[src/hw/rtl/hue_mask_cross_dilate_unit_assert.svh]
// Assertion macros for the hue mask cross dilation block.
// Define ASSERT_OFF to compile every check away.
`ifndef HUE_MASK_CROSS_DILATE_UNIT_ASSERT_SVH
`define HUE_MASK_CROSS_DILATE_UNIT_ASSERT_SVH
`ifndef ASSERT_OFF
// The consequent must hold in the same cycle as the antecedent.
`define HMCD_ASSERT_IMP(lbl, ck, rn, ante, cons) \
    lbl: assert property (@(posedge ck) disable iff (!rn) (ante) |-> (cons)) \
        else $error("hmcd: same-cycle check failed");
// The consequent must hold in the cycle after the antecedent.
`define HMCD_ASSERT_NXT(lbl, ck, rn, ante, cons) \
    lbl: assert property (@(posedge ck) disable iff (!rn) (ante) |=> (cons)) \
        else $error("hmcd: next-cycle check failed");
`else
`define HMCD_ASSERT_IMP(lbl, ck, rn, ante, cons)
`define HMCD_ASSERT_NXT(lbl, ck, rn, ante, cons)
`endif
`endif

[src/hw/rtl/hmcd_pkg.sv]
`default_nettype none
package hmcd_pkg;

    // Field and register widths.
    localparam int POS_W      = 21;
    localparam int WID_W      = 11;
    localparam int RAD_W      = 5;
    localparam int HUE_W      = 8;
    localparam int CH_W       = 8;
    localparam int COL_W      = 3 * CH_W;
    localparam int CFG_IDX_W  = 3;
    localparam int CFG_DATA_W = 11;

    // Defaults for the top-level parameters, and the fixed height limit.
    localparam int MAX_WIDTH_DEF  = 1024;
    localparam int MAX_RADIUS_DEF = 20;
    localparam int MAX_HEIGHT     = 1024;

    // Register indexes.
    localparam logic [CFG_IDX_W-1:0] REG_FRAME_WIDTH  = 3'd0;
    localparam logic [CFG_IDX_W-1:0] REG_FRAME_HEIGHT = 3'd1;
    localparam logic [CFG_IDX_W-1:0] REG_RADIUS       = 3'd2;
    localparam logic [CFG_IDX_W-1:0] REG_HUE_LOW      = 3'd3;
    localparam logic [CFG_IDX_W-1:0] REG_HUE_HIGH     = 3'd4;

    // Register reset values.
    localparam logic [WID_W-1:0] FRAME_WIDTH_RST  = 11'd640;
    localparam logic [WID_W-1:0] FRAME_HEIGHT_RST = 11'd480;
    localparam logic [RAD_W-1:0] RADIUS_RST       = 5'd0;
    localparam logic [HUE_W-1:0] HUE_LOW_RST      = 8'd0;
    localparam logic [HUE_W-1:0] HUE_HIGH_RST     = 8'd20;

    // Item kinds.
    localparam logic FUNC_PIXEL = 1'b0;
    localparam logic FUNC_FLUSH = 1'b1;

    // Colour of a pixel that is not kept.
    localparam logic [COL_W-1:0] COL_WHITE = {COL_W{1'b1}};

    // Clamped and precomputed configuration.
    typedef struct packed {
        logic [WID_W-1:0] width;
        logic [POS_W-1:0] total;
        logic [POS_W-1:0] rw;
        logic [RAD_W-1:0] radius;
        logic [HUE_W-1:0] hue_low;
        logic [HUE_W-1:0] hue_high;
    } hmcd_cfg_t;

    // One neighbour lookup for the shared address unit.
    typedef struct packed {
        logic             minus;
        logic [POS_W-1:0] off;
    } hmcd_nbr_req_t;

    // Memory controls from the sequencer to the stores.
    typedef struct packed {
        logic             hit_we;
        logic             hit_bit;
        logic [POS_W-1:0] hit_waddr;
        logic [POS_W-1:0] hit_raddr;
        logic             edge_we;
        logic [POS_W-1:0] edge_waddr;
        logic [COL_W-1:0] edge_wdata;
        logic [POS_W-1:0] edge_raddr;
    } hmcd_mem_req_t;

endpackage
`default_nettype wire

[src/hw/rtl/hmcd_cfg_regs.sv]
`default_nettype none
module hmcd_cfg_regs #(
    parameter int MAX_WIDTH  = hmcd_pkg::MAX_WIDTH_DEF,
    parameter int MAX_RADIUS = hmcd_pkg::MAX_RADIUS_DEF
) (
    input  wire logic                            clk,
    input  wire logic                            rst_n,
    input  wire logic                            cfg_we,
    input  wire logic [hmcd_pkg::CFG_IDX_W-1:0]  cfg_index,
    input  wire logic [hmcd_pkg::CFG_DATA_W-1:0] cfg_data,
    output hmcd_pkg::hmcd_cfg_t                  cfg
);
    import hmcd_pkg::*;

    logic [WID_W-1:0]     width_reg;
    logic [WID_W-1:0]     height_reg;
    logic [RAD_W-1:0]     radius_reg;
    logic [HUE_W-1:0]     hue_low_reg;
    logic [HUE_W-1:0]     hue_high_reg;
    logic [WID_W-1:0]     w_eff;
    logic [WID_W-1:0]     h_eff;
    logic [RAD_W-1:0]     r_eff;
    logic [2*WID_W-1:0]   total_full;
    logic [WID_W+RAD_W-1:0] rw_full;
    hmcd_cfg_t            cfg_next;
    hmcd_cfg_t            cfg_reg;

    // Register writes.
    always_ff @(posedge clk or negedge rst_n)
    begin
        if (!rst_n)
        begin
            width_reg    <= FRAME_WIDTH_RST;
            height_reg   <= FRAME_HEIGHT_RST;
            radius_reg   <= RADIUS_RST;
            hue_low_reg  <= HUE_LOW_RST;
            hue_high_reg <= HUE_HIGH_RST;
        end
        else if (cfg_we)
        begin
            case (cfg_index)
                REG_FRAME_WIDTH:  width_reg    <= cfg_data[WID_W-1:0];
                REG_FRAME_HEIGHT: height_reg   <= cfg_data[WID_W-1:0];
                REG_RADIUS:       radius_reg   <= cfg_data[RAD_W-1:0];
                REG_HUE_LOW:      hue_low_reg  <= cfg_data[HUE_W-1:0];
                REG_HUE_HIGH:     hue_high_reg <= cfg_data[HUE_W-1:0];
                default:          ;
            endcase
        end
    end

    // Clamp the geometry and form the frame size and the look-ahead span.
    always_comb
    begin
        if (width_reg == '0)
            w_eff = WID_W'(1);
        else if (POS_W'(width_reg) > POS_W'(MAX_WIDTH))
            w_eff = WID_W'(MAX_WIDTH);
        else
            w_eff = width_reg;

        if (height_reg == '0)
            h_eff = WID_W'(1);
        else if (POS_W'(height_reg) > POS_W'(MAX_HEIGHT))
            h_eff = WID_W'(MAX_HEIGHT);
        else
            h_eff = height_reg;

        if (POS_W'(radius_reg) > POS_W'(MAX_RADIUS))
            r_eff = RAD_W'(MAX_RADIUS);
        else
            r_eff = radius_reg;

        total_full = (2*WID_W)'(w_eff) * (2*WID_W)'(h_eff);
        rw_full    = (WID_W+RAD_W)'(r_eff) * (WID_W+RAD_W)'(w_eff);

        cfg_next.width    = w_eff;
        cfg_next.total    = total_full[POS_W-1:0];
        cfg_next.rw       = POS_W'(rw_full);
        cfg_next.radius   = r_eff;
        cfg_next.hue_low  = hue_low_reg;
        cfg_next.hue_high = hue_high_reg;
    end

    // The products are registered before anyone uses them.
    always_ff @(posedge clk)
    begin
        cfg_reg <= cfg_next;
    end

    assign cfg = cfg_reg;

endmodule
`default_nettype wire

[config.mk]
export PLATFORM = sky130hd
export DESIGN_NAME = hmcd_cfg_regs
export DESIGN_NICKNAME = d
export VERILOG_FILES = /design/src/hw/rtl/hue_mask_cross_dilate_unit_assert.svh /design/src/hw/rtl/hmcd_pkg.sv /design/src/hw/rtl/hmcd_cfg_regs.sv
export SDC_FILE = /design/constraint.sdc
export NUM_CORES = 1
export LEC_CHECK = 0
export BUFFER_PORTS_ARGS = -buffer_cell sky130_fd_sc_hd__buf_2
export CORE_UTILIZATION = 37
export DETAILED_ROUTE_END_ITERATION = 16
export PLACE_DENSITY = 0.62
export SYNTH_ARGS = -nofsm -noshare
export SYNTH_HDL_FRONTEND = slang
export SYNTH_SLANG_ARGS = --single-unit
export TNS_END_PERCENT = 5
[constraint.sdc]
create_clock -name clk -period 10.4 [get_ports clk]
set_clock_uncertainty 0.15 [all_clocks]
set_input_delay 0.52 -clock clk [delete_from_list [all_inputs] [get_ports clk]]
set_output_delay 0.52 -clock clk [all_outputs]
set_load 0.02 [all_outputs]
# After elaboration in Yosys (flattened, before gate mapping)
# Index checks and enable logic that the tools add are counted.
[totals]
regBits = 112
elab_cells = 33
input_bits = 17
output_inout_bits = 74
[classes]
order_cmp = 3
mul = 2
n_eq_ne = 4
reduce_logical = 8
muxes = 5
[ops]
columns = ["cell", "n"]
rows = [
  ["$mux 11", 4],
  ["$gt 11x11->1 const B", 2],
  ["$logic_not 11->1", 2],
  ["$mul 11x11->21", 1],
  ["$mul 5x11->16", 1],
  ["$reduce_and 2->1", 5],
  ["$eq 3x2->1 const B", 2],
  ["$gt 5x5->1 const B", 1],
  ["$mux 5", 1],
  ["$eq 3x1->1 const B", 1],
  ["$eq 3x3->1 const B", 1],
  ["$logic_not 3->1", 1],
]

# Longest topological paths before layout
# Gate-level depths: netlist of run 1.
[logic_depth]
ltp_word = 4
ltp_mapped = 22

# Worst setup path after synthesis of run 1
# Ideal clock, no wire load.
[synth_path]
path_kind = "register to register"
startpoint = "reg width_reg[6]"
endpoint = "reg cfg_reg (netlist bit cfg[55])"
n_path_buf = 0
path_stages_with_launch = 21
required_ns = 10.144
synth_period_minus_slack_ns = 5.412
arrival_time_ns = 5.156
path_slack_ns = 4.988
cell_sequence = "dfrtp_1 nor4_1 nand3_1 o21ai_2 nand2_2 clkinv_1 nand2_1 fa_1 fa_1 inv_1 fa_1 fa_1 inv_1 fa_1 inv_1 ha_1 a21oi_1 o21ai_1 o21ai_2 or4b_1 o311ai_0"
[synth_via]
elab_chain_cells = 4
[synth_lines]
columns = ["element", "line", "rtl"]
rows = [
  ["start: declaration", "hmcd_cfg_regs.sv:15", "logic [WID_W-1:0] width_reg;"],
  ["start signal: assignment", "hmcd_cfg_regs.sv:42", "REG_FRAME_WIDTH: width_reg <= cfg_data[WID_W-1:0];"],
  ["$gt 11x11->1", "hmcd_cfg_regs.sv:57", "else if (POS_W'(width_reg) > POS_W'(MAX_WIDTH))"],
  ["$mux 11", "hmcd_cfg_regs.sv:57", ""],
  ["$mux 11 (*)", "hmcd_cfg_regs.sv:55", "if (width_reg == '0)"],
  ["via w_eff[5]", "hmcd_cfg_regs.sv:20", "logic [WID_W-1:0] w_eff;"],
  ["$mul 11x11->21 (*)", "hmcd_cfg_regs.sv:74", "total_full = (2*WID_W)'(w_eff) * (2*WID_W)'(h_eff);"],
  ["via total_full[13]", "hmcd_cfg_regs.sv:23", "logic [2*WID_W-1:0] total_full;"],
  ["end signal: assignment", "hmcd_cfg_regs.sv:88", "cfg_reg <= cfg_next;"],
  ["end: declaration", "hmcd_cfg_regs.sv:26", "hmcd_cfg_t cfg_reg;"],
]
# The timed path passes the listed nets; every way through them passes the cells marked *.
# A chain may end at the register's enable or synchronous reset.

# Worst setup path in the final report of run 1
[layout_path]
startpoint = "reg width_reg[10]"
endpoint = "reg cfg_reg (netlist bit cfg[55])"
# Same word-level chain as after synthesis.

==> results of run 1 <==
-- power breakdown --
| part | switching (mW) | leakage (nW) | internal [mW] |
|---|---|---|---|
| Clock | 0.196 | 0.158 | 0.178 |
| Combinational | 0.928 | 3.74 | 0.581 |
| Sequential | 0.0615 | 1.08 | 0.575 |
| Total | 1.19 | 4.98 | 1.33 |
-- cells in the final DEF (no fill, tap or decap), types with 9 or more instances in the layout --
cell / synthesis / final
inv_1: 142 / 142
dfrtp_1: 35 / 35
mux2_2: 40 / 40
a21oi_1: 21 / 21
o21ai_0: 16 / 16
clkbuf_16: 0 / 9
nand2_1: 113 / 113
nand2b_1: 14 / 14
buf_2: 3 / 85
nor2_1: 96 / 96
fa_1: 106 / 106
ha_1: 81 / 81
xnor2_1: 18 / 18
dfxtp_1: 69 / 69
nor2b_1: 12 / 12
-- logic make-up after synthesis --
family,Yosys count
compound gates,83
mux,42
xor+xnor,26
simple gates,284
fa+ha+maj,187
other cells,1
buf+inv,178
flops,112
-- area by class of cell --
cell class                      instances  area (um^2)
Clock buffer                            9          225
Clock inverter                          7          100
Fill cell                            2285        13600
Inverter                              147          552
Multi-Input combinational cell        627         5710
Sequential cell                       112         2470
Tap cell                              319          399
Timing Repair Buffer                   86          433
-- worst paths after layout --
kind                            slack (ns)      startpoint             end  cells past startpoint
worst max-delay path                  3.84   width_reg[10]         cfg[55]                     18
worst min-delay path                  0.16           rst_n  hue_low_reg[7]                      1
worst max register to register        3.84   width_reg[10]         cfg[55]                     18
worst min register to register        0.22  hue_low_reg[6]         cfg[14]                      0
max in group asynchronous             9.33           rst_n   height_reg[4]                      1
min in group clk                      0.22  hue_low_reg[6]         cfg[14]                      0
-- per-stage QoR --
| stage | util [%] | std cells | total power, mW | instance area, um^2 | hold slack [ns] |
|---|---|---|---|---|---|
| after floorplan | - | 917 | 1.77 | 8870 | 0.0744 |
| after global placement | 40.7 | 1291 | 2.14 | 9560 | 0.197 |
| after detailed placement | 40.7 | 1291 | 2.14 | 9560 | 0.197 |
| after CTS | 42.1 | 1307 | 2.55 | 9890 | 0.172 |
| after global routing | 42.1 | 1307 | 2.79 | 9890 | 0.219 |
| final | 42.1 | 1307 | 2.52 | 9890 | 0.156 |
-- metal layers --
metal / wire length (um) / vias up / GRT usage (%)
met5: 0 / - / 0
li1: - / 3016 / -
met2: 9260 / 134 / 29.2
met4: 354 / 0 / 5.88
met3: 906 / 19 / 3.21
met1: 8800 / 3052 / 22.8
==> metrics.csv, run 1 <==
stage,metric,value,unit
logic_synthesis,ys_seq_area_share,27.9,%
sta,grt_setup_unrepaired,no,
logic_synthesis,yosysTopAreaCell,fa_1,
logic_synthesis,synth-edff-count,0,
die,dieArea,24600,um^2
logic_synthesis,netlist_area,8860,um^2
logic_synthesis,synth_top_family_by_area,adder cells,
global_route,first_global_vias,6708,
detailed_routing,first_pass_iters,5,
sta,hold_viol_final,0,
sta,worst_slack,3.84,ns
die,row_count,56,
logic_synthesis,ys.flop_type,dfxtp_1,
logic_synthesis,synth.area.mux_share,5.31,%
final_layout,n_antenna_cell,0,
sta,tns,0,ns
logic_synthesis,synthXorXnorAreaFrac,2.57,%
logic_synthesis,synth_warnings,0,
die,start_util,37.7,%
clocking,clk_pin_slew_worst_paths,0.09,ns
clocking,cts_resized,0,
clocking,cts_setup_buffers,0,
clocking,cts_made_buffers,9,
power_and_ir_drop,p_leak,4.98,nW
final_layout,nets,1187,
final_layout,drive_gt1_share,17.3,%
logic_synthesis,synthArstFlopShare,38.4,%
detailed_routing,drc_errors,0,
die,ios,91,
global_route,grt_pass1_wl,33.6,mm
placed_design,hpwlAfterDp,15.4,mm
setup_path,start_kind,flip-flop,
logic_synthesis,ys_ff_latch,112,
clocking,cts_buffer_depth,2,
setup_path,path_delay_family,adder cells,
logic_synthesis,synth.area.top_cells,"fa_1 24%, dfxtp_1 16%, ha_1 11%",
detailed_routing,routed_wl,19.3,mm
final_layout,area_growth,11.7,%
global_route,grt_max_degree,44,
global_route,antenna_found_initial,0,
die,die_height,157,um
setup_path,arrival,6.67,ns
logic_synthesis,synthSimpleGateAreaFrac,14.4,%
logic_synthesis,netlist-cell-type-count,57,
clocking,clock-sinks,112,
sta,slew_headroom,34.6,%
detailed_routing,drtAntennaViolNets,0,
job,maxCapViolations,0,
sta,period_share,63.1,%
setup_path,required,10.51,ns
setup_path,end_kind,flip-flop,
placed_design,port_buffers,85,
sta,clock.fmax,152,MHz
clocking,cts_tree,built,
setup_path,critical_path.cell_chain,"clkinv_1, nand2_1, clkinv_1, nand2_1, fa_1, fa_1, inv_1, fa_1, fa_1, inv_1, fa_1, inv_1, ha_1, a21oi_1, o21ai_1, o21ai_2, or4b_1, o311ai_0",
setup_path,cp_slowest_stage_delay,0.64,ns
logic_synthesis,yosysMostFrequentCell,inv_1,
clocking,clk-insertion-delay-late,0.37,ns
placed_design,gp_congestion,0.898,
placed_design,place_ws,3.90,ns
clocking,hold_buffers,0,
setup_path,worstSetupPathType,flip-flop to flip-flop,
power_and_ir_drop,peakVddDrop,0.177,mV
setup_path,crit_fanout,16,
clocking,cts_max_level,3,
detailed_routing,vias,6221,
logic_synthesis,synth_fa_ha_area_share,35.4,%
final_layout,largest_register_ff_count,69,
sta,setup_violations,0,
setup_path,cp_slowest_cell,dfrtp_1,
power_and_ir_drop,powerDensity,255,nW/um^2
logic_synthesis,synth-compound-area-share,6.57,%
sta,maxSlewViolCount,0,
detailed_routing,drtIter0Drc,273,
logic_synthesis,post-synth-top-area-fraction,24.0,%
setup_path,critPathBufInv,5,
sta,worst_pin_slew,0.981,ns
setup_path,cpMostUsedCell,fa_1,
clocking,cts_root_buffer,clkbuf_16,
detailed_routing,vias_per_cell,4.76,
detailed_routing,wl_per_cell,14.8,um
worst_hold_path,hp-class,input port to async pin,
logic_synthesis,synthTopCellsByCount,"142 x inv_1, 113 x nand2_1, 106 x fa_1",
sta,fin_crit,6.56,ns
logic_synthesis,syn_avg_cell_area,9.70,um^2
run_status,outcome,completed,
global_route,grt_use_total,17.5,%
die,core_area,23500,um^2
logic_synthesis,syn_inst,913,
die,fp.dieW,157,um
global_route,grt_remaining_overflow,0,
No activity file was read; power rests on OpenSTA's default activity.
==> run 2, diff against run 1 <==
==> constraint.sdc (replaced) <==
create_clock -name clk -period 6.8 [get_ports clk]
set_clock_uncertainty 0.15 [all_clocks]
set_input_delay 0.34 -clock clk [delete_from_list [all_inputs] [get_ports clk]]
set_output_delay 0.34 -clock clk [all_outputs]
set_load 0.02 [all_outputs]
==> metrics.csv, run 2 (synthesized netlist as in run 1, its figures left out) <==
stage,metric,value,unit,change
power_and_ir_drop,finalPower,3.86,mW,+53%
final_layout,nets,1194,,+0.59%
final_layout,largest_register_ff_count,69,,unchanged
global_route,antenna_found_initial,0,,unchanged
clocking,cts_made_buffers,9,,unchanged
final_layout,layout.cells.most_common_list,"142 x inv_1, 113 x nand2_1, 106 x fa_1, 96 x nor2_1, 85 x buf_2",,
sta,hold_viol_final,0,,unchanged
power_and_ir_drop,p_leak,5.01,nW,+0.63%
setup_path,end_kind,flip-flop,,
setup_path,critical_path.cell_chain,"clkinv_1, buf_4, nand2_1, clkinv_1, nand2_1, fa_1, fa_1, fa_1, inv_1, fa_1, inv_1, fa_1, inv_1, ha_1, nand2_1, o21ai_1, o21ai_2, or4b_1, o311ai_0",,
die,dieArea,24600,um^2,unchanged
clocking,cts_tree,built,,
setup_path,startpoint,width_reg[10],,
setup_path,r2r-start,width_reg[10],,
setup_path,r2r_end,cfg[55],,
detailed_routing,drtAntennaViolNets,0,,unchanged
sta,clock.fmax,166,MHz,+9.1%
clocking,clk-insertion-delay-late,0.37,ns,about the same
sta,grt_setup_unrepaired,no,,
clocking,cts_root_buffer,clkbuf_16,,
placed_design,gp_congestion,0.910,,+1.3%
setup_path,cpMostUsedCell,fa_1,,
sta,tns,0,ns,unchanged
global_route,grt_use_total,17.6,%,+0.055 points
detailed_routing,met3_length,865,um,-4.5%
setup_path,start_kind,flip-flop,,
detailed_routing,vias_per_cell,4.76,,about the same
die,core_area,23500,um^2,unchanged
setup_path,critPathBufInv,6,,+1
global_route,grt_max_degree,44,,unchanged
die,die_height,157,um,unchanged
detailed_routing,wl_met1,9.19,mm,+4.4%
sta,worst_pin_slew,0.950,ns,-0.0312 ns
run_status,outcome,completed,,
setup_path,cp.depth,19,,+1
clocking,clock-sinks,112,,unchanged
power_and_ir_drop,powerDensity,389,nW/um^2,+53%
die,row_count,56,,unchanged
die,fp.dieW,157,um,unchanged
sta,fin_crit,6.01,ns,-0.550 ns
detailed_routing,wl_per_cell,15.0,um,+1.4%
die,ios,91,,unchanged
setup_path,required,6.91,ns,-3.60 ns
setup_path,setup.worst_path.end,cfg[55],,
detailed_routing,dr_wl_met2,9.17,mm,-0.95%
setup_path,worstRegToRegCells,19,,+1
final_layout,final_common_cell,inv_1,,
placed_design,port_buffers,85,,unchanged
final_layout,drive_gt1_share,17.8,%,+0.48 points
clocking,cts_buffer_depth,2,,unchanged
clocking,clk_pin_slew_worst_paths,0.08,ns,about the same
clocking,cts_setup_buffers,0,,unchanged
detailed_routing,vias,6259,,+0.61%
final_layout,fillers,2318,,+1.4%
global_route,grt_pass1_wl,33.5,mm,-0.33%
setup_path,cp_slowest_cell,fa_1,,
final_layout,ff_latch_area,2470,um^2,unchanged
detailed_routing,first_pass_iters,5,,unchanged
job,maxCapViolations,0,,unchanged
sta,maxSlewViolCount,0,,unchanged
setup_path,r2r_setup_slack,0.79,ns,-3.05 ns
setup_path,worstSetupPathType,flip-flop to flip-flop,,
worst_hold_path,hp-class,input port to flip-flop,,
setup_path,arrival,6.13,ns,-0.54 ns
global_route,first_global_vias,6624,,-1.3%
detailed_routing,highest_layer,met4,,
placed_design,hpwlAfterDp,15.6,mm,+0.84%
global_route,grt_remaining_overflow,0,,unchanged
die,start_util,37.7,%,unchanged
detailed_routing,routed_wl,19.7,mm,+2.0%
final_layout,fin_util,42.4,%,+0.22 points
detailed_routing,drtIter0Drc,276,,+1.1%
clocking,cts_max_level,3,,unchanged
setup_path,cp_slowest_stage_delay,0.56,ns,-0.08 ns
clocking,cts_resized,0,,unchanged
sta,setup_violations,0,,unchanged
detailed_routing,drc_errors,0,,unchanged
final_layout,multi_input_area,5710,um^2,unchanged
power_and_ir_drop,peakVddDrop,0.317,mV,+79%
final_layout,area_growth,12.3,%,
setup_path,crit_fanout,11,,-5
sta,period_share,88.4,%,+25 points
sta,slew_headroom,36.7,%,+2.1 points
setup_path,path_delay_family,adder cells,,
final_layout,n_antenna_cell,0,,unchanged
run 2: cell count changes in the layout (fill, tap and decap cells not counted), sizes merged:
cell,before,now
dlygate4sd3,0,1
buf,86,92
run 2: through the flow:
step	std cells	setup WS, ns	hold slack, ns	area [um^2]
final	1314	0.786	0.0706	9940
after global routing	1314	0.366	0.0748	9940
after CTS	1314	0.770	0.0640	9940
after detailed placement	1297	0.834	0.201	9610
after global placement	1297	0.779	0.198	9610
after floorplan	917	1.39	-0.106	8870
run 2: timing repair:
action | in CTS | in global routing
hold buffers | 1 | 0
endpoints found under the hold margin | 35 | 0
endpoints found under the setup margin | 0 | 0
run 2: worst min path at each step:
| stage | from | endpoint | slack (ns) | cells after the start |
|---|---|---|---|---|
| after floorplan | rst_n | height_reg[0] | -0.11 | 0 |
| after global placement | hue_low_reg[5] | cfg[13] | 0.20 | 0 |
| after detailed placement | hue_high_reg[1] | cfg[1] | 0.20 | 0 |
| after CTS | cfg_data[10] | width_reg[10] | 0.06 | 3 |
| after global routing | cfg_data[9] | height_reg[9] | 0.07 | 2 |
| final | cfg_data[10] | width_reg[10] | 0.07 | 3 |
run 2: report_power, final:
| group | internal (mW) | switching (mW) | total [mW] |
|---|---|---|---|
| Sequential | 0.880 | 0.0845 | 0.965 |
| Combinational | 0.895 | 1.44 | 2.33 |
| Clock | 0.271 | 0.298 | 0.569 |
run 2: cell type report:
class                           instances  share of cell area, %
Multi-Input combinational cell        627                   57.5
Sequential cell                       112                   24.8
Inverter                              147                   5.55
Timing Repair Buffer                   93                   4.91
Tap cell                              319                   4.01
Clock buffer                            9                   2.27
Clock inverter                          7                  0.982
run 2: worst min-delay path, delay by kind of cell:
kind | cells | cell delay [ns]
AO/OA/AOI/OAI | 1 | 0.06
buffers and inverters | 1 | 0.10
AND/OR/NAND/NOR | 1 | 0.05
run 2: routing by layer:
| metal | up-vias | track usage, % |
|---|---|---|
| li1 | 3026 | - |
| met1 | 3051 | 23.3 |
| met2 | 149 | 28.8 |
| met3 | 33 | 3.05 |
| met4 | 0 | 5.88 |
| met5 | - | 0 |
==> run 3, diff against run 2 <==
==> constraint.sdc (replaced) <==
create_clock -name clk -period 6.2 [get_ports clk]
set_clock_uncertainty 0.15 [all_clocks]
set_input_delay 0.31 -clock clk [delete_from_list [all_inputs] [get_ports clk]]
set_output_delay 0.31 -clock clk [all_outputs]
set_load 0.02 [all_outputs]
==> metrics.csv, run 3 (synthesized netlist as in run 1, its figures left out) <==
stage,metric,value,unit,change
run_status,outcome,completed,,
setup_path,arrival,5.99,ns,-0.14 ns
setup_path,worstSetupPathType,flip-flop to flip-flop,,
setup_path,r2r-start,width_reg[6],,
final_layout,final_area,10000,um^2,+1.1%
clocking,clk-insertion-delay-late,0.37,ns,about the same
setup_path,startpoint,width_reg[6],,
clocking,cts_root_buffer,clkbuf_16,,
final_layout,fin_util,42.8,%,+0.46 points
detailed_routing,first_pass_iters,4,,-1
detailed_routing,vias,6178,,-1.3%
placed_design,place_ws,0.258,ns,-0.576 ns
job,maxCapViolations,0,,unchanged
global_route,grt_pass1_wl,33.0,mm,-1.3%
setup_path,path_delay_family,adder cells,,
sta,whs,0.0441,ns,-0.0264 ns
die,fp.dieW,157,um,unchanged
setup_path,worstRegToRegCells,20,,+1
worst_hold_path,hp-start,cfg_data[10],,
final_layout,nets,1205,,+0.92%
power_and_ir_drop,peakVddDrop,0.331,mV,+4.6%
worst_hold_path,hold_depth,2,,-1
power_and_ir_drop,finalPower,4.28,mW,+11%
sta,fin_crit,5.88,ns,-0.133 ns
die,start_util,37.7,%,unchanged
detailed_routing,drc_errors,0,,unchanged
setup_path,start_kind,flip-flop,,
setup_path,critPathBufInv,4,,-2
setup_path,critical_path.cell_chain,"nor4_2, nand3_1, o21ai_4, nand2_4, clkinvlp_4, nand2_1, fa_1, fa_1, inv_1, fa_1, fa_1, inv_1, fa_1, inv_1, ha_1, a21oi_1, o21ai_1, o21ai_2, or4b_1, o311ai_0",,
worst_hold_path,hp-class,input port to flip-flop,,
placed_design,gp_congestion,0.856,,-5.9%
sta,clock.fmax,170,MHz,+2.3%
sta,worst_pin_slew,1.17,ns,+0.222 ns
die,row_count,56,,unchanged
final_layout,layout.cells.most_common_list,"141 x inv_1, 113 x nand2_1, 106 x fa_1, 96 x nor2_1, 85 x buf_2",,
global_route,grt_max_degree,44,,unchanged
setup_path,end_kind,flip-flop,,
clocking,cts_buffer_depth,2,,unchanged
setup_path,required,6.31,ns,-0.60 ns
setup_path,crit_fanout,9,,-2
final_layout,drive_gt1_share,19.0,%,+1.2 points
setup_path,cpMostUsedCell,fa_1,,
die,die_height,157,um,unchanged
clocking,cts_tree,built,,
power_and_ir_drop,powerDensity,426,nW/um^2,+9.6%
sta,maxSlewViolCount,0,,unchanged
detailed_routing,drtAntennaViolNets,0,,unchanged
clocking,clock-sinks,112,,unchanged
final_layout,n_antenna_cell,0,,unchanged
global_route,grt_use_total,17.3,%,-0.26 points
detailed_routing,wl_per_cell,14.5,um,-3.3%
placed_design,placed_area,9670,um^2,+0.62%
clocking,cts_made_buffers,9,,unchanged
setup_path,cp_slowest_cell,fa_1,,
global_route,first_global_vias,6468,,-2.4%
die,dieArea,24600,um^2,unchanged
final_layout,fillers,2309,,-0.39%
power_and_ir_drop,p_leak,5.07,nW,+1.1%
setup_path,cp.depth,20,,+1
clocking,cts_max_level,3,,unchanged
clocking,clk_pin_slew_worst_paths,0.09,ns,about the same
final_layout,largest_register_ff_count,69,,unchanged
setup_path,cp_slowest_stage_delay,0.54,ns,-0.02 ns
die,core_area,23500,um^2,unchanged
sta,slew_headroom,21.7,%,-15 points
sta,setup_violations,0,,unchanged
global_route,grt_remaining_overflow,0,,unchanged
final_layout,final_common_cell,inv_1,,
sta,worst_slack,0.319,ns,-0.467 ns
detailed_routing,routed_wl,19.2,mm,-2.5%
global_route,antenna_found_initial,0,,unchanged
sta,period_share,94.8,%,+6.4 points
sta,hold_viol_final,0,,unchanged
detailed_routing,drtIter0Drc,254,,-8.0%
placed_design,hpwlAfterDp,15.2,mm,-2.5%
die,ios,91,,unchanged
placed_design,port_buffers,85,,unchanged
final_layout,area_growth,13.5,%,
detailed_routing,vias_per_cell,4.66,,-2.1%
[run 3: per-stage QoR]
| stage | TNS, ns | instances |
|---|---|---|
| 3_5_place_dp | 0 | 1305 |
| 2_1_floorplan | 0 | 917 |
| 3_3_place_gp | 0 | 1305 |
| 6_report | 0 | 1325 |
| 4_1_cts | 0 | 1322 |
| 5_1_grt | -0.000983 | 1325 |
[run 3: path summary, 6_finish.rpt]
kind,slack [ns],to
min reg2reg,0.22,cfg[9]
max,0.32,cfg[55]
max in group asynchronous,4.83,width_reg[6]
min,0.04,height_reg[10]
min in group asynchronous,0.48,hue_low_reg[2]
max reg2reg,0.32,cfg[55]
[run 3: what timing repair did]
action                                 in CTS  in global routing
buffers inserted                            0                  3
resized for setup                           0                  5
endpoints found under the hold margin      35                  0
hold buffers                                1                  0
setup endpoints to repair                   0                  7
[run 3: report_power, final]
group	total, mW	switching (mW)	internal, mW
logic	2.59	1.57	1.02
clock network	0.632	0.333	0.299
registers	1.06	0.0952	0.965
[run 3: layout make-up]
type | count | area (um^2) | share of cell area, %
clock buffers | 9 | 225 | 2.24
clock inverters | 7 | 100 | 0.996
inverters | 147 | 556 | 5.53
multi-input cells | 627 | 5730 | 57.0
flip-flops and latches | 112 | 2470 | 24.6
well taps | 319 | 399 | 3.97
repair buffers | 104 | 571 | 5.68
[run 3: routing by layer]
metal	GRT usage, %	share of wire, %	vias to the layer above
met5	0	0	-
met4	4.95	1.8	0
met3	2.69	3.2	22
met2	28.3	46	120
met1	23.6	49	2991
li1	-	-	3045
