--- src/hw/rtl/hue_mask_cross_dilate_unit_assert.svh ---
// Assertion macros for the hue mask cross dilation block.
// Define ASSERT_OFF to compile every check away.
`ifndef HUE_MASK_CROSS_DILATE_UNIT_ASSERT_SVH
`define HUE_MASK_CROSS_DILATE_UNIT_ASSERT_SVH
`ifndef ASSERT_OFF
// The consequent must hold in the same cycle as the antecedent.
`define HMCD_ASSERT_IMP(lbl, ck, rn, ante, cons) \
    lbl: assert property (@(posedge ck) disable iff (!rn) (ante) |-> (cons)) \
        else $error("hmcd: same-cycle check failed");
// The consequent must hold in the cycle after the antecedent.
`define HMCD_ASSERT_NXT(lbl, ck, rn, ante, cons) \
    lbl: assert property (@(posedge ck) disable iff (!rn) (ante) |=> (cons)) \
        else $error("hmcd: next-cycle check failed");
`else
`define HMCD_ASSERT_IMP(lbl, ck, rn, ante, cons)
`define HMCD_ASSERT_NXT(lbl, ck, rn, ante, cons)
`endif
`endif

--- src/hw/rtl/hmcd_pkg.sv ---
`default_nettype none
package hmcd_pkg;

    // Field and register widths.
    localparam int POS_W      = 21;
    localparam int WID_W      = 11;
    localparam int RAD_W      = 5;
    localparam int HUE_W      = 8;
    localparam int CH_W       = 8;
    localparam int COL_W      = 3 * CH_W;
    localparam int CFG_IDX_W  = 3;
    localparam int CFG_DATA_W = 11;

    // Defaults for the top-level parameters, and the fixed height limit.
    localparam int MAX_WIDTH_DEF  = 1024;
    localparam int MAX_RADIUS_DEF = 20;
    localparam int MAX_HEIGHT     = 1024;

    // Register indexes.
    localparam logic [CFG_IDX_W-1:0] REG_FRAME_WIDTH  = 3'd0;
    localparam logic [CFG_IDX_W-1:0] REG_FRAME_HEIGHT = 3'd1;
    localparam logic [CFG_IDX_W-1:0] REG_RADIUS       = 3'd2;
    localparam logic [CFG_IDX_W-1:0] REG_HUE_LOW      = 3'd3;
    localparam logic [CFG_IDX_W-1:0] REG_HUE_HIGH     = 3'd4;

    // Register reset values.
    localparam logic [WID_W-1:0] FRAME_WIDTH_RST  = 11'd640;
    localparam logic [WID_W-1:0] FRAME_HEIGHT_RST = 11'd480;
    localparam logic [RAD_W-1:0] RADIUS_RST       = 5'd0;
    localparam logic [HUE_W-1:0] HUE_LOW_RST      = 8'd0;
    localparam logic [HUE_W-1:0] HUE_HIGH_RST     = 8'd20;

    // Item kinds.
    localparam logic FUNC_PIXEL = 1'b0;
    localparam logic FUNC_FLUSH = 1'b1;

    // Colour of a pixel that is not kept.
    localparam logic [COL_W-1:0] COL_WHITE = {COL_W{1'b1}};

    // Clamped and precomputed configuration.
    typedef struct packed {
        logic [WID_W-1:0] width;
        logic [POS_W-1:0] total;
        logic [POS_W-1:0] rw;
        logic [RAD_W-1:0] radius;
        logic [HUE_W-1:0] hue_low;
        logic [HUE_W-1:0] hue_high;
    } hmcd_cfg_t;

    // One neighbour lookup for the shared address unit.
    typedef struct packed {
        logic             minus;
        logic [POS_W-1:0] off;
    } hmcd_nbr_req_t;

    // Memory controls from the sequencer to the stores.
    typedef struct packed {
        logic             hit_we;
        logic             hit_bit;
        logic [POS_W-1:0] hit_waddr;
        logic [POS_W-1:0] hit_raddr;
        logic             edge_we;
        logic [POS_W-1:0] edge_waddr;
        logic [COL_W-1:0] edge_wdata;
        logic [POS_W-1:0] edge_raddr;
    } hmcd_mem_req_t;

endpackage
`default_nettype wire

--- src/hw/rtl/hmcd_in_if.sv ---
`default_nettype none
interface hmcd_in_if;
    import hmcd_pkg::*;

    logic             valid;
    logic             ready;
    logic             func;
    logic [HUE_W-1:0] hue;
    logic [CH_W-1:0]  edge_blue;
    logic [CH_W-1:0]  edge_green;
    logic [CH_W-1:0]  edge_red;

    modport source (output valid, func, hue, edge_blue, edge_green, edge_red, input ready);
    modport sink   (input valid, func, hue, edge_blue, edge_green, edge_red, output ready);
endinterface
`default_nettype wire

--- src/hw/rtl/hmcd_out_if.sv ---
`default_nettype none
interface hmcd_out_if;
    import hmcd_pkg::*;

    logic            valid;
    logic            ready;
    logic [CH_W-1:0] out_blue;
    logic [CH_W-1:0] out_green;
    logic [CH_W-1:0] out_red;
    logic            out_kept;
    logic            out_last;

    modport source (output valid, out_blue, out_green, out_red, out_kept, out_last,
                    input ready);
    modport sink   (input valid, out_blue, out_green, out_red, out_kept, out_last,
                    output ready);
endinterface
`default_nettype wire

--- src/hw/rtl/hmcd_nbr_unit.sv ---
`default_nettype none
module hmcd_nbr_unit #(
    parameter int HIT_DEPTH = 2 * hmcd_pkg::MAX_RADIUS_DEF * hmcd_pkg::MAX_WIDTH_DEF + 1
) (
    input  wire logic [hmcd_pkg::POS_W-1:0] pos,
    input  wire logic [hmcd_pkg::POS_W-1:0] lim,
    input  wire logic [hmcd_pkg::POS_W-1:0] base,
    input  hmcd_pkg::hmcd_nbr_req_t         req,
    output logic                            ok,
    output logic [hmcd_pkg::POS_W-1:0]      addr
);
    import hmcd_pkg::*;

    localparam logic [POS_W:0] DEPTH = (POS_W+1)'(HIT_DEPTH);

    logic [POS_W:0] pos_sum;
    logic [POS_W:0] base_sum;
    logic [POS_W:0] base_dif;
    logic [POS_W:0] addr_w;

    // Bounds check against the frame and circular address of the neighbour.
    always_comb
    begin
        pos_sum  = {1'b0, pos} + {1'b0, req.off};
        base_sum = {1'b0, base} + {1'b0, req.off};
        base_dif = {1'b0, base} - {1'b0, req.off};
        if (req.minus)
        begin
            ok     = pos >= req.off;
            addr_w = (base >= req.off) ? base_dif : base_dif + DEPTH;
        end
        else
        begin
            ok     = pos_sum < {1'b0, lim};
            addr_w = (base_sum >= DEPTH) ? base_sum - DEPTH : base_sum;
        end
        addr = addr_w[POS_W-1:0];
    end

endmodule
`default_nettype wire

--- src/hw/rtl/hmcd_seq.sv ---
`default_nettype none
`include "hue_mask_cross_dilate_unit_assert.svh"
module hmcd_seq #(
    parameter int HIT_DEPTH  = 2 * hmcd_pkg::MAX_RADIUS_DEF * hmcd_pkg::MAX_WIDTH_DEF + 1,
    parameter int EDGE_DEPTH = hmcd_pkg::MAX_RADIUS_DEF * hmcd_pkg::MAX_WIDTH_DEF
) (
    input  wire logic                    clk,
    input  wire logic                    rst_n,
    hmcd_in_if.sink                      pix_in,
    hmcd_out_if.source                   pix_out,
    input  hmcd_pkg::hmcd_cfg_t          cfg,
    output hmcd_pkg::hmcd_mem_req_t      mem_req,
    input  wire logic                    hit_rd,
    input  wire logic [hmcd_pkg::COL_W-1:0] edge_rd
);
    import hmcd_pkg::*;

    localparam logic [2:0] S_IDLE  = 3'd0;
    localparam logic [2:0] S_STORE = 3'd1;
    localparam logic [2:0] S_GO    = 3'd2;
    localparam logic [2:0] S_SCAN  = 3'd3;
    localparam logic [2:0] S_TAIL  = 3'd4;
    localparam logic [2:0] S_EMIT  = 3'd5;

    localparam logic [POS_W-1:0] HIT_LAST  = POS_W'(HIT_DEPTH - 1);
    localparam logic [POS_W-1:0] EDGE_LAST = POS_W'(EDGE_DEPTH - 1);

    // Control state.
    logic [2:0]       state_reg, state_next;
    logic [POS_W-1:0] in_pos_reg, in_pos_next;
    logic [POS_W-1:0] out_pos_reg, out_pos_next;
    logic [POS_W-1:0] in_haddr_reg, in_haddr_next;
    logic [POS_W-1:0] out_haddr_reg, out_haddr_next;
    logic [POS_W-1:0] in_eaddr_reg, in_eaddr_next;
    logic [POS_W-1:0] out_eaddr_reg, out_eaddr_next;
    logic             chk_vld_reg, chk_vld_next;
    logic             out_valid_reg, out_valid_next;

    // Payload and scan working registers.
    logic             func_reg, func_next;
    logic [HUE_W-1:0] hue_reg, hue_next;
    logic [COL_W-1:0] col_reg, col_next;
    logic             own_reg, own_next;
    logic [COL_W-1:0] colour_reg, colour_next;
    logic [POS_W-1:0] lim_reg, lim_next;
    logic             first_reg, first_next;
    logic [RAD_W-1:0] d_reg, d_next;
    logic [1:0]       sub_reg, sub_next;
    logic [POS_W-1:0] dw_reg, dw_next;
    logic             kept_reg, kept_next;
    logic [COL_W-1:0] out_col_reg, out_col_next;
    logic             out_kept_reg, out_kept_next;
    logic             out_last_reg, out_last_next;

    logic             in_fire;
    logic             emit_load;
    logic             go;
    logic             in_band;
    logic             last_pix;
    logic [POS_W:0]   out_pos_inc;
    hmcd_nbr_req_t    nbr_req;
    logic             nbr_ok;
    logic [POS_W-1:0] nbr_addr;

    // Shared neighbour address and bounds unit.
    hmcd_nbr_unit #(
        .HIT_DEPTH (HIT_DEPTH)
    ) u_nbr (
        .pos  (out_pos_reg),
        .lim  (lim_reg),
        .base (out_haddr_reg),
        .req  (nbr_req),
        .ok   (nbr_ok),
        .addr (nbr_addr)
    );

    assign pix_in.ready = (state_reg == S_IDLE);
    assign in_fire      = pix_in.valid && (state_reg == S_IDLE);
    assign emit_load    = (state_reg == S_EMIT) && (!out_valid_reg || pix_out.ready);
    assign in_band      = (hue_reg >= cfg.hue_low) && (hue_reg <= cfg.hue_high);
    assign out_pos_inc  = {1'b0, out_pos_reg} + (POS_W+1)'(1);
    assign last_pix     = out_pos_inc >= {1'b0, cfg.total};

    // Emission test for a pixel item: all needed neighbours are in, or the frame is.
    assign go = (func_reg == FUNC_FLUSH)
             || ((out_pos_reg < in_pos_reg)
                 && ((({1'b0, out_pos_reg} + {1'b0, cfg.rw}) < {1'b0, in_pos_reg})
                     || (in_pos_reg >= cfg.total)));

    // Neighbour order per distance: p-d, p+d, p-dW, p+dW; the pixel itself comes first.
    // The pixel itself is looked up as a zero backward step, which is never out of bounds.
    always_comb
    begin
        nbr_req.minus = first_reg || !sub_reg[0];
        if (first_reg)
            nbr_req.off = '0;
        else if (sub_reg[1])
            nbr_req.off = dw_reg;
        else
            nbr_req.off = POS_W'(d_reg);
    end

    // Sequencer.
    always_comb
    begin
        state_next     = state_reg;
        in_pos_next    = in_pos_reg;
        out_pos_next   = out_pos_reg;
        in_haddr_next  = in_haddr_reg;
        out_haddr_next = out_haddr_reg;
        in_eaddr_next  = in_eaddr_reg;
        out_eaddr_next = out_eaddr_reg;
        chk_vld_next   = 1'b0;
        out_valid_next = out_valid_reg && !pix_out.ready;
        func_next      = func_reg;
        hue_next       = hue_reg;
        col_next       = col_reg;
        own_next       = own_reg;
        colour_next    = colour_reg;
        lim_next       = lim_reg;
        first_next     = first_reg;
        d_next         = d_reg;
        sub_next       = sub_reg;
        dw_next        = dw_reg;
        kept_next      = kept_reg || (chk_vld_reg && hit_rd);
        out_col_next   = out_col_reg;
        out_kept_next  = out_kept_reg;
        out_last_next  = out_last_reg;

        mem_req.hit_we     = 1'b0;
        mem_req.hit_bit    = in_band;
        mem_req.hit_waddr  = in_haddr_reg;
        mem_req.hit_raddr  = nbr_addr;
        mem_req.edge_we    = 1'b0;
        mem_req.edge_waddr = in_eaddr_reg;
        mem_req.edge_wdata = col_reg;
        mem_req.edge_raddr = out_eaddr_reg;

        case (state_reg)
            S_IDLE:
            begin
                if (in_fire)
                begin
                    func_next  = pix_in.func;
                    hue_next   = pix_in.hue;
                    col_next   = {pix_in.edge_red, pix_in.edge_green, pix_in.edge_blue};
                    state_next = S_STORE;
                end
            end

            // Store or drop a pixel, or check that a flush has something to drain.
            S_STORE:
            begin
                own_next = 1'b0;
                if (func_reg == FUNC_FLUSH)
                begin
                    state_next = (out_pos_reg < in_pos_reg) ? S_GO : S_IDLE;
                end
                else if (in_pos_reg >= cfg.total)
                begin
                    state_next = S_IDLE;
                end
                else
                begin
                    mem_req.hit_we  = 1'b1;
                    mem_req.edge_we = 1'b1;
                    own_next        = (out_pos_reg == in_pos_reg);
                    in_pos_next     = in_pos_reg + POS_W'(1);
                    in_haddr_next   = (in_haddr_reg == HIT_LAST) ? '0
                                    : in_haddr_reg + POS_W'(1);
                    in_eaddr_next   = (in_eaddr_reg == EDGE_LAST) ? '0
                                    : in_eaddr_reg + POS_W'(1);
                    state_next      = S_GO;
                end
            end

            // Decide on emission and set up the scan.
            S_GO:
            begin
                colour_next = own_reg ? col_reg : edge_rd;
                lim_next    = (in_pos_reg < cfg.total) ? in_pos_reg : cfg.total;
                first_next  = 1'b1;
                kept_next   = 1'b0;
                state_next  = go ? S_SCAN : S_IDLE;
            end

            // One neighbour read per cycle through the shared unit.
            S_SCAN:
            begin
                chk_vld_next = nbr_ok;
                if (first_reg)
                begin
                    if (cfg.radius == '0)
                        state_next = S_TAIL;
                    else
                    begin
                        first_next = 1'b0;
                        d_next     = RAD_W'(1);
                        sub_next   = 2'd0;
                        dw_next    = POS_W'(cfg.width);
                    end
                end
                else if (sub_reg == 2'd3)
                begin
                    if (d_reg == cfg.radius)
                        state_next = S_TAIL;
                    else
                    begin
                        d_next   = d_reg + RAD_W'(1);
                        dw_next  = dw_reg + POS_W'(cfg.width);
                        sub_next = 2'd0;
                    end
                end
                else
                begin
                    sub_next = sub_reg + 2'd1;
                end
            end

            // The last read lands here.
            S_TAIL:
            begin
                state_next = S_EMIT;
            end

            // Load the output register, then advance the output position or rewind the positions at frame end.
            S_EMIT:
            begin
                if (emit_load)
                begin
                    out_valid_next = 1'b1;
                    out_col_next   = kept_reg ? colour_reg : COL_WHITE;
                    out_kept_next  = kept_reg;
                    out_last_next  = last_pix;
                    if (last_pix)
                    begin
                        out_pos_next   = '0;
                        in_pos_next    = '0;
                        out_haddr_next = '0;
                        in_haddr_next  = '0;
                        out_eaddr_next = '0;
                        in_eaddr_next  = '0;
                    end
                    else
                    begin
                        out_pos_next   = out_pos_inc[POS_W-1:0];
                        out_haddr_next = (out_haddr_reg == HIT_LAST) ? '0
                                       : out_haddr_reg + POS_W'(1);
                        out_eaddr_next = (out_eaddr_reg == EDGE_LAST) ? '0
                                       : out_eaddr_reg + POS_W'(1);
                    end
                    state_next = S_IDLE;
                end
            end

            default:
            begin
                state_next = S_IDLE;
            end
        endcase
    end

    // Control registers.
    always_ff @(posedge clk or negedge rst_n)
    begin
        if (!rst_n)
        begin
            state_reg     <= S_IDLE;
            in_pos_reg    <= '0;
            out_pos_reg   <= '0;
            in_haddr_reg  <= '0;
            out_haddr_reg <= '0;
            in_eaddr_reg  <= '0;
            out_eaddr_reg <= '0;
            chk_vld_reg   <= 1'b0;
            out_valid_reg <= 1'b0;
        end
        else
        begin
            state_reg     <= state_next;
            in_pos_reg    <= in_pos_next;
            out_pos_reg   <= out_pos_next;
            in_haddr_reg  <= in_haddr_next;
            out_haddr_reg <= out_haddr_next;
            in_eaddr_reg  <= in_eaddr_next;
            out_eaddr_reg <= out_eaddr_next;
            chk_vld_reg   <= chk_vld_next;
            out_valid_reg <= out_valid_next;
        end
    end

    // Payload registers.
    always_ff @(posedge clk)
    begin
        func_reg     <= func_next;
        hue_reg      <= hue_next;
        col_reg      <= col_next;
        own_reg      <= own_next;
        colour_reg   <= colour_next;
        lim_reg      <= lim_next;
        first_reg    <= first_next;
        d_reg        <= d_next;
        sub_reg      <= sub_next;
        dw_reg       <= dw_next;
        kept_reg     <= kept_next;
        out_col_reg  <= out_col_next;
        out_kept_reg <= out_kept_next;
        out_last_reg <= out_last_next;
    end

    // Output channel.
    assign pix_out.valid     = out_valid_reg;
    assign pix_out.out_blue  = out_col_reg[CH_W-1:0];
    assign pix_out.out_green = out_col_reg[2*CH_W-1:CH_W];
    assign pix_out.out_red   = out_col_reg[3*CH_W-1:2*CH_W];
    assign pix_out.out_kept  = out_kept_reg;
    assign pix_out.out_last  = out_last_reg;

    // Checks.
    `HMCD_ASSERT_IMP(a_pos_order, clk, rst_n, state_reg == S_IDLE, out_pos_reg <= in_pos_reg)
    `HMCD_ASSERT_NXT(a_chk_from_scan, clk, rst_n, state_reg != S_SCAN, !chk_vld_reg)
    `HMCD_ASSERT_NXT(a_emit_result, clk, rst_n, emit_load, out_valid_reg && state_reg == S_IDLE)
    `HMCD_ASSERT_IMP(a_addr_range, clk, rst_n, state_reg == S_IDLE, out_haddr_reg <= HIT_LAST && in_eaddr_reg <= EDGE_LAST)

endmodule
`default_nettype wire

--- src/flat_wrapper.sv ---
// flat-port wrapper written by rule: the top's interface ports become plain ports
module hmcd_seq_flat import hmcd_pkg::*;
#(
    parameter int HIT_DEPTH  = 2 * hmcd_pkg::MAX_RADIUS_DEF * hmcd_pkg::MAX_WIDTH_DEF + 1,
    parameter int EDGE_DEPTH = hmcd_pkg::MAX_RADIUS_DEF * hmcd_pkg::MAX_WIDTH_DEF
)
  (clk, rst_n, cfg, mem_req, hit_rd, edge_rd, pix_in_valid, pix_in_func, pix_in_hue, pix_in_edge_blue, pix_in_edge_green, pix_in_edge_red, pix_in_ready, pix_out_valid, pix_out_out_blue, pix_out_out_green, pix_out_out_red, pix_out_out_kept, pix_out_out_last, pix_out_ready);
  hmcd_in_if pix_in_i ();
  hmcd_out_if pix_out_i ();
  input  wire logic clk;
  input  wire logic rst_n;
  input  hmcd_pkg::hmcd_cfg_t cfg;
  output hmcd_pkg::hmcd_mem_req_t mem_req;
  input  wire logic hit_rd;
  input  wire logic [hmcd_pkg::COL_W-1:0] edge_rd;
  input wire logic [$bits(pix_in_i.valid)-1:0] pix_in_valid;
  input wire logic [$bits(pix_in_i.func)-1:0] pix_in_func;
  input wire logic [$bits(pix_in_i.hue)-1:0] pix_in_hue;
  input wire logic [$bits(pix_in_i.edge_blue)-1:0] pix_in_edge_blue;
  input wire logic [$bits(pix_in_i.edge_green)-1:0] pix_in_edge_green;
  input wire logic [$bits(pix_in_i.edge_red)-1:0] pix_in_edge_red;
  output wire logic [$bits(pix_in_i.ready)-1:0] pix_in_ready;
  output wire logic [$bits(pix_out_i.valid)-1:0] pix_out_valid;
  output wire logic [$bits(pix_out_i.out_blue)-1:0] pix_out_out_blue;
  output wire logic [$bits(pix_out_i.out_green)-1:0] pix_out_out_green;
  output wire logic [$bits(pix_out_i.out_red)-1:0] pix_out_out_red;
  output wire logic [$bits(pix_out_i.out_kept)-1:0] pix_out_out_kept;
  output wire logic [$bits(pix_out_i.out_last)-1:0] pix_out_out_last;
  input wire logic [$bits(pix_out_i.ready)-1:0] pix_out_ready;
  assign pix_in_i.valid = pix_in_valid;
  assign pix_in_i.func = pix_in_func;
  assign pix_in_i.hue = pix_in_hue;
  assign pix_in_i.edge_blue = pix_in_edge_blue;
  assign pix_in_i.edge_green = pix_in_edge_green;
  assign pix_in_i.edge_red = pix_in_edge_red;
  assign pix_in_ready = pix_in_i.ready;
  assign pix_out_valid = pix_out_i.valid;
  assign pix_out_out_blue = pix_out_i.out_blue;
  assign pix_out_out_green = pix_out_i.out_green;
  assign pix_out_out_red = pix_out_i.out_red;
  assign pix_out_out_kept = pix_out_i.out_kept;
  assign pix_out_out_last = pix_out_i.out_last;
  assign pix_out_i.ready = pix_out_ready;
  hmcd_seq #(.HIT_DEPTH(HIT_DEPTH), .EDGE_DEPTH(EDGE_DEPTH)) u_core (.clk(clk), .rst_n(rst_n), .pix_in(pix_in_i), .pix_out(pix_out_i), .cfg(cfg), .mem_req(mem_req), .hit_rd(hit_rd), .edge_rd(edge_rd));
endmodule
--- config.mk ---
export PLATFORM = sky130hd
export DESIGN_NAME = hmcd_seq_flat
export DESIGN_NICKNAME = d
export VERILOG_FILES = /design/src/hw/rtl/hmcd_pkg.sv /design/src/hw/rtl/hmcd_in_if.sv /design/src/hw/rtl/hmcd_out_if.sv /design/src/hw/rtl/hmcd_nbr_unit.sv /design/src/hw/rtl/hmcd_seq.sv /design/src/flat_wrapper.sv
export VERILOG_INCLUDE_DIRS = /design/src /design/src/hw/rtl
export SDC_FILE = /design/constraint.sdc
export NUM_CORES = 1
export LEC_CHECK = 0
export ABC_AREA = 1
export BUFFER_PORTS_ARGS = -buffer_cell sky130_fd_sc_hd__buf_2
export CAP_MARGIN = 25
export CORE_UTILIZATION = 50
export DETAILED_ROUTE_END_ITERATION = 10
export PLACE_DENSITY = 0.7
export SLEW_MARGIN = 20
export SYNTH_ARGS = -nofsm -noshare
export SYNTH_HDL_FRONTEND = slang
export SYNTH_SLANG_ARGS = --single-unit
--- constraint.sdc ---
create_clock -name clk -period 8.65 [get_ports clk]
set_input_delay 0.865 -clock clk [delete_from_list [all_inputs] [get_ports clk]]
set_output_delay 0.865 -clock clk [all_outputs]
set_load 0.03 [all_outputs]
After elaboration in Yosys (flattened, before gate mapping)
Index checks and enable logic that the tools add are counted.
{"block": "op_classes", "n_addsub": 15, "n_lt_le_gt_ge": 11, "n_eq_ne": 23, "mux": 58, "reduce_logical": 26}
{"cell": "$mux W21", "n": 25}
{"cell": "$pmux W21 S2", "n": 3}
{"cell": "$add A21 B1 Y21 const B", "n": 5}
{"cell": "$add A21 B21 Y22", "n": 3}
{"cell": "$ge A21 B21 Y1", "n": 3}
{"cell": "$lt A22 B21 Y1", "n": 2}
{"cell": "$eq A21 B15 Y1 const B", "n": 2}
{"cell": "$eq A21 B16 Y1 const B", "n": 2}
{"cell": "$lt A21 B21 Y1", "n": 2}
{"cell": "$mux W24", "n": 1}
{"cell": "$add A21 B1 Y22 const B", "n": 1}
{"cell": "$ge A22 B16 Y1 const B", "n": 1}
{"cell": "$ge A22 B21 Y1", "n": 1}
{"cell": "$add A21 B11 Y21", "n": 1}
{"cell": "$add A21 B16 Y21 const B", "n": 1}
{"cell": "$eq A21 B21 Y1", "n": 1}
{"cell": "$mux W3", "n": 7}
{"cell": "$sub A21 B16 Y21 const B", "n": 1}
{"cell": "$sub A21 B21 Y21", "n": 1}
{"cell": "$mux W5", "n": 4}
{"cell": "$pmux W3 S6", "n": 1}
{"cell": "$mux W2", "n": 7}
{"cell": "$reduce_and A5 Y1", "n": 2}
{"cell": "$mux W1", "n": 9}
{"cell": "25 further kinds", "n": 47}
{"block": "totals", "ff_bits": 266, "output_inout_bits": 139, "word_cells": 156}

Logic depth before layout (Yosys ltp)
{"block": "logic_depth", "word_depth": 7, "depth_mapped": 32, "mapped_depth_nobuf": 32}

Modules after synthesis
From an unflattened synthesis, not the netlist that was laid out.
{"block": "unflattened", "cells_unflattened": 3417, "area_unflattened_um2": 24228.2}
{"module": "hmcd_seq", "instances": 1, "cells_per_inst": 2278, "area_each_um2": 17987.3}
{"module": "hmcd_nbr_unit", "instances": 1, "cells_per_inst": 1139, "area_each_um2": 6241.0}

Least setup slack after synthesis
OpenSTA, ideal clock, no wires.
{"block": "synth_path", "kind": "register to register", "start": "register u_core.state_reg[2]", "end": "register u_core.state_reg[0]", "setup_time_ps": 65, "arrival_time_ps": 4250, "t_required_ps": 8585, "setup_slack_ps": 4335, "path_stages_with_launch": 8, "cell_sequence": "dfrtp_1 -> nor3_1 -> inv_1 -> a21oi_1 -> nand2_1 -> nand2_1 -> nand2_1 -> nand2_1"}
{"block": "synth_between", "elab_chain_cells": 4}
{"item": "from (decl)", "line_no": "hmcd_seq.sv:29", "rtl": "logic [2:0] state_reg, state_next;"}
{"item": "from (signal assigned)", "line_no": "hmcd_seq.sv:280", "rtl": "state_reg <= state_next;"}
{"item": "$eq A3 B3 Y1 / $logic_not A3 Y1 (equally long branches)", "line_no": "hmcd_seq.sv:79, hmcd_seq.sv:139, hmcd_seq.sv:78"}
{"item": "$logic_and A1 B1 Y1 (on tied branches)", "line_no": "hmcd_seq.sv:79, hmcd_seq.sv:78"}
{"item": "$ne A2 B1 Y1 (no source line)"}
{"item": "$reduce_and A5 Y1 (no source line)"}
Parallel ways exist; a longest one is shown, timed or not.
A chain may end at the register's enable or synchronous reset.

==> key figures <==
Floorplanning
  • Initial Utilization: 51.1%
  • Core ar.: 47000 sq um
  • Die width: 221 um
  • Site row count: 79
  • Top Ports: 275
  • Die area: 48800 sq um
  • Die height: 221 um

Worst hold path
  • HP Class: input pin to async pin

Timing
  • Tcrit/Tclk final: 75.3%
  • Final hold slack: 0.237 ns
  • Slew Viols, Final: 0
  • Min cycle time layout: 6.51 ns
  • Worst rel slew slack: 30.5%
  • Clock Skew: 0.0219 ns
  • Finish-stage setup viols: 0
  • Highest clock rate: 154 MHz
  • Final hold viol count: 0
  • Worst-Margin Slew: 1.03 ns
  • RSZ-0062 raised after global routing: no
  • Fin Setup TNS: 0 ns
  • PnR worst setup slack: 2.14 ns

Critical path
  • Cell mode on critical path: nand2_1
  • WP buf/inv: 2
  • Critical path class: flip-flop to output pin
  • Crit path launch type: flip-flop
  • CP endpoint kind: output pin
  • Slowest-stage cell, CP: edfxtp_1
  • Critical-path maximum fanout: 32
  • CP Data Arrival Time: 5.65 ns
  • Top Family by Delay on Critical Path: simple AND/OR/NAND/NOR gates
  • Worst Path Required: 7.79 ns
  • Crit-path cells: clkinv_1, nand2_1, a21oi_1, ha_1, fa_1, nand2_1, nand2_2, nand2_1, nand3_1, nand2_1, nand3_2, nor2_4, nand2_1, nand3_2, nand3_4, nand2_1, nand2_1, nand2_1, nand2_1, nand2_1, buf_2
  • CP peak stage delay: 0.97 ns

Layout
  • Share of layout cells above drive strength 1: 12.6%
  • Design Area, Final: 27000 sq um
  • Multi-input gate area: 14600 sq um
  • Fillers: 4527
  • N_diodes: 0
  • Reg area: 7320 sq um
  • Area added between synthesis and finish: 12.7%
  • Layout net count: 3976

Synthesis
  • Syn. warnings: 0
  • Most common cell in the netlist: nand2_1
  • Biggest area consumer among synthesized cells: edfxtp_1
  • Avg Synthesized Cell Area: 7.17 sq um
  • Syn Std Cell Area: 24000 sq um
  • Leading register cell type out of synthesis: edfxtp_1
  • EDFF count, synth: 134
  • Top cells by area in the synthesized netlist: edfxtp_1 (17%), nand2_1 (14%), dfrtp_1 (14%)
  • Register area share after synthesis: 30.5%
  • Mapped Nets: 3740
  • Synth unique cells: 58
  • Most frequent cells after synthesis: nand2_1 (896), inv_1 (424), nor2_1 (298)
  • #FFs+latches synth: 266
  • Cells after Synth: 3347
  • Synth top area share: 16.8%
  • Async SR Flop Fraction: 49.2%

Global routing
  • GR Util All Layers: 28.5%
  • First-pass GRT wire length: 114 mm
  • Initial antenna violation count: 2
  • Total gr overflow: 0
  • Vias in the first global route: 22400
  • Largest net degree at the start of global routing: 72

Clock network
  • Worst-path clk slew: 0.06 ns
  • Post-CTS setup buffer count: 0
  • Post-CTS Resized: 0
  • CTS H-tree lvls: 1
  • Root buf cell: clkbuf_16
  • Clock Sinks: 266
  • Max clock buf depth: 3
  • CTS tree: done
  • Worst skew pair latency: 0.59 ns
  • Hold-fix buffers, CTS: 0
  • Inserted Clock Buffers: 30

Place
  • Gpl congestion: 0.953
  • Dpl hpwl: 55.6 mm
  • IO Port Bufs: 274
  • Placed inst area: 25800 sq um
  • Worst slack, placed: 2.81 ns

Drt
  • Final wirelength: 70.5 mm
  • DR iter-0 viols: 1464
  • Via Count: 23100
  • # DRC: 0
  • First-pass DRT Iterations: 6
  • Wire per inst: 16.7 um
  • Vias per inst: 5.49
  • Routed Antenna Nets: 0

Flow run
  • Max cap viols: 0

Power
  • Pwr Density: 261 nW/um^2
  • Leak Pwr: 13.6 nW
  • VDD IR max: 0.186 mV

Outcome
  • Result of the run: completed
## cell type report
class	instances	area share, %
Timing Repair Buffer	289	5.71
Clock inverter	22	1.26
Inverter	446	6.19
Multi-Input combinational cell	2550	54.0
Sequential cell	266	27.1
Clock buffer	34	2.95
Tap cell	607	2.81
## stage by stage
step | total power, mW | std cells | util [%]
finish | 7.06 | 4214 | 57.6
global route | 7.60 | 4214 | 57.6
CTS | 7.05 | 4212 | 57.4
detailed placement | 5.58 | 4156 | 55.0
global placement | 5.54 | 4155 | 55.0
floorplan | 4.58 | 3347 | -
## worst paths after layout
check / start / to / slack (ns) / cells past startpoint
worst min register to register: u_core.colour_reg[3]$_DFFE_PN_ / u_core.out_col_reg[3]$_SDFFCE_PN1P_ / 0.49 / 2
worst max-delay path: u_core.first_reg$_SDFFCE_PN1P_ / mem_req[73] / 2.14 / 21
min in group clk: pix_in_hue[5] / u_core.hue_reg[5]$_DFFE_PP_ / 0.45 / 1
worst min-delay path: rst_n / u_core.in_eaddr_reg[12]$_DFFE_PN0P_ / 0.24 / 1
worst max register to register: u_core.first_reg$_SDFFCE_PN1P_ / u_core.chk_vld_reg$_DFF_PN0_ / 2.94 / 24
max in group asynchronous: rst_n / u_core.chk_vld_reg$_DFF_PN0_ / 7.33 / 3
## cell usage in the layout (no fill, tap or decap), drive strengths merged, types with 3 or more instances in the layout
| cell | synthesis | routed |
|---|---|---|
| ha | 252 | 252 |
| a221oi | 3 | 3 |
| a21boi | 4 | 4 |
| nand3b | 9 | 9 |
| o21bai | 13 | 13 |
| clkinv | 3 | 15 |
| nand2 | 913 | 913 |
| o22ai | 4 | 4 |
| inv | 443 | 445 |
| bufinv | 0 | 8 |
| a31oi | 12 | 12 |
| nand4 | 132 | 132 |
| clkbuf | 41 | 34 |
| and2 | 4 | 4 |
| a21o | 3 | 3 |
| o21a | 6 | 6 |
| o211ai | 9 | 9 |
| xor2 | 101 | 101 |
| or2 | 6 | 6 |
| nor3 | 77 | 77 |
| edfxtp | 134 | 134 |
| dfrtp | 131 | 131 |
| fa | 5 | 5 |
| nor4 | 42 | 42 |
| a211oi | 10 | 10 |
| xnor2 | 27 | 27 |
| o31ai | 9 | 9 |
| mux2 | 24 | 24 |
| o21ai | 155 | 155 |
| a21oi | 184 | 184 |
| nor2 | 318 | 318 |
| nor3b | 6 | 6 |
| buf | 44 | 289 |
| nand3 | 216 | 216 |
## layer usage
layer	wire, um	up-vias	part of all wire, %	GRT usage [%]
li1	-	11600	-	-
met1	30300	10700	43	35.5
met2	34400	605	49	50.5
met3	2950	154	4.2	3.08
met4	2830	4	4.0	11.2
met5	22	-	0.031	0
## power breakdown
group | internal [mW] | leakage, nW | switching [mW]
Sequential | 1.63 | 2.98 | 0.261
Clock | 0.905 | 0.560 | 0.554
Combinational | 1.16 | 10.1 | 2.55
## logic make-up after synthesis
logic type,Yosys count,share of synthesized area (%)
compound gates,417,9.66
xor+xnor,128,4.74
fa+ha+maj,257,13.6
buf+inv,531,8.76
flops,266,30.5
mux,24,1.13
simple gates,1724,31.6
Note: power is estimated with default switching activity, not from simulation.
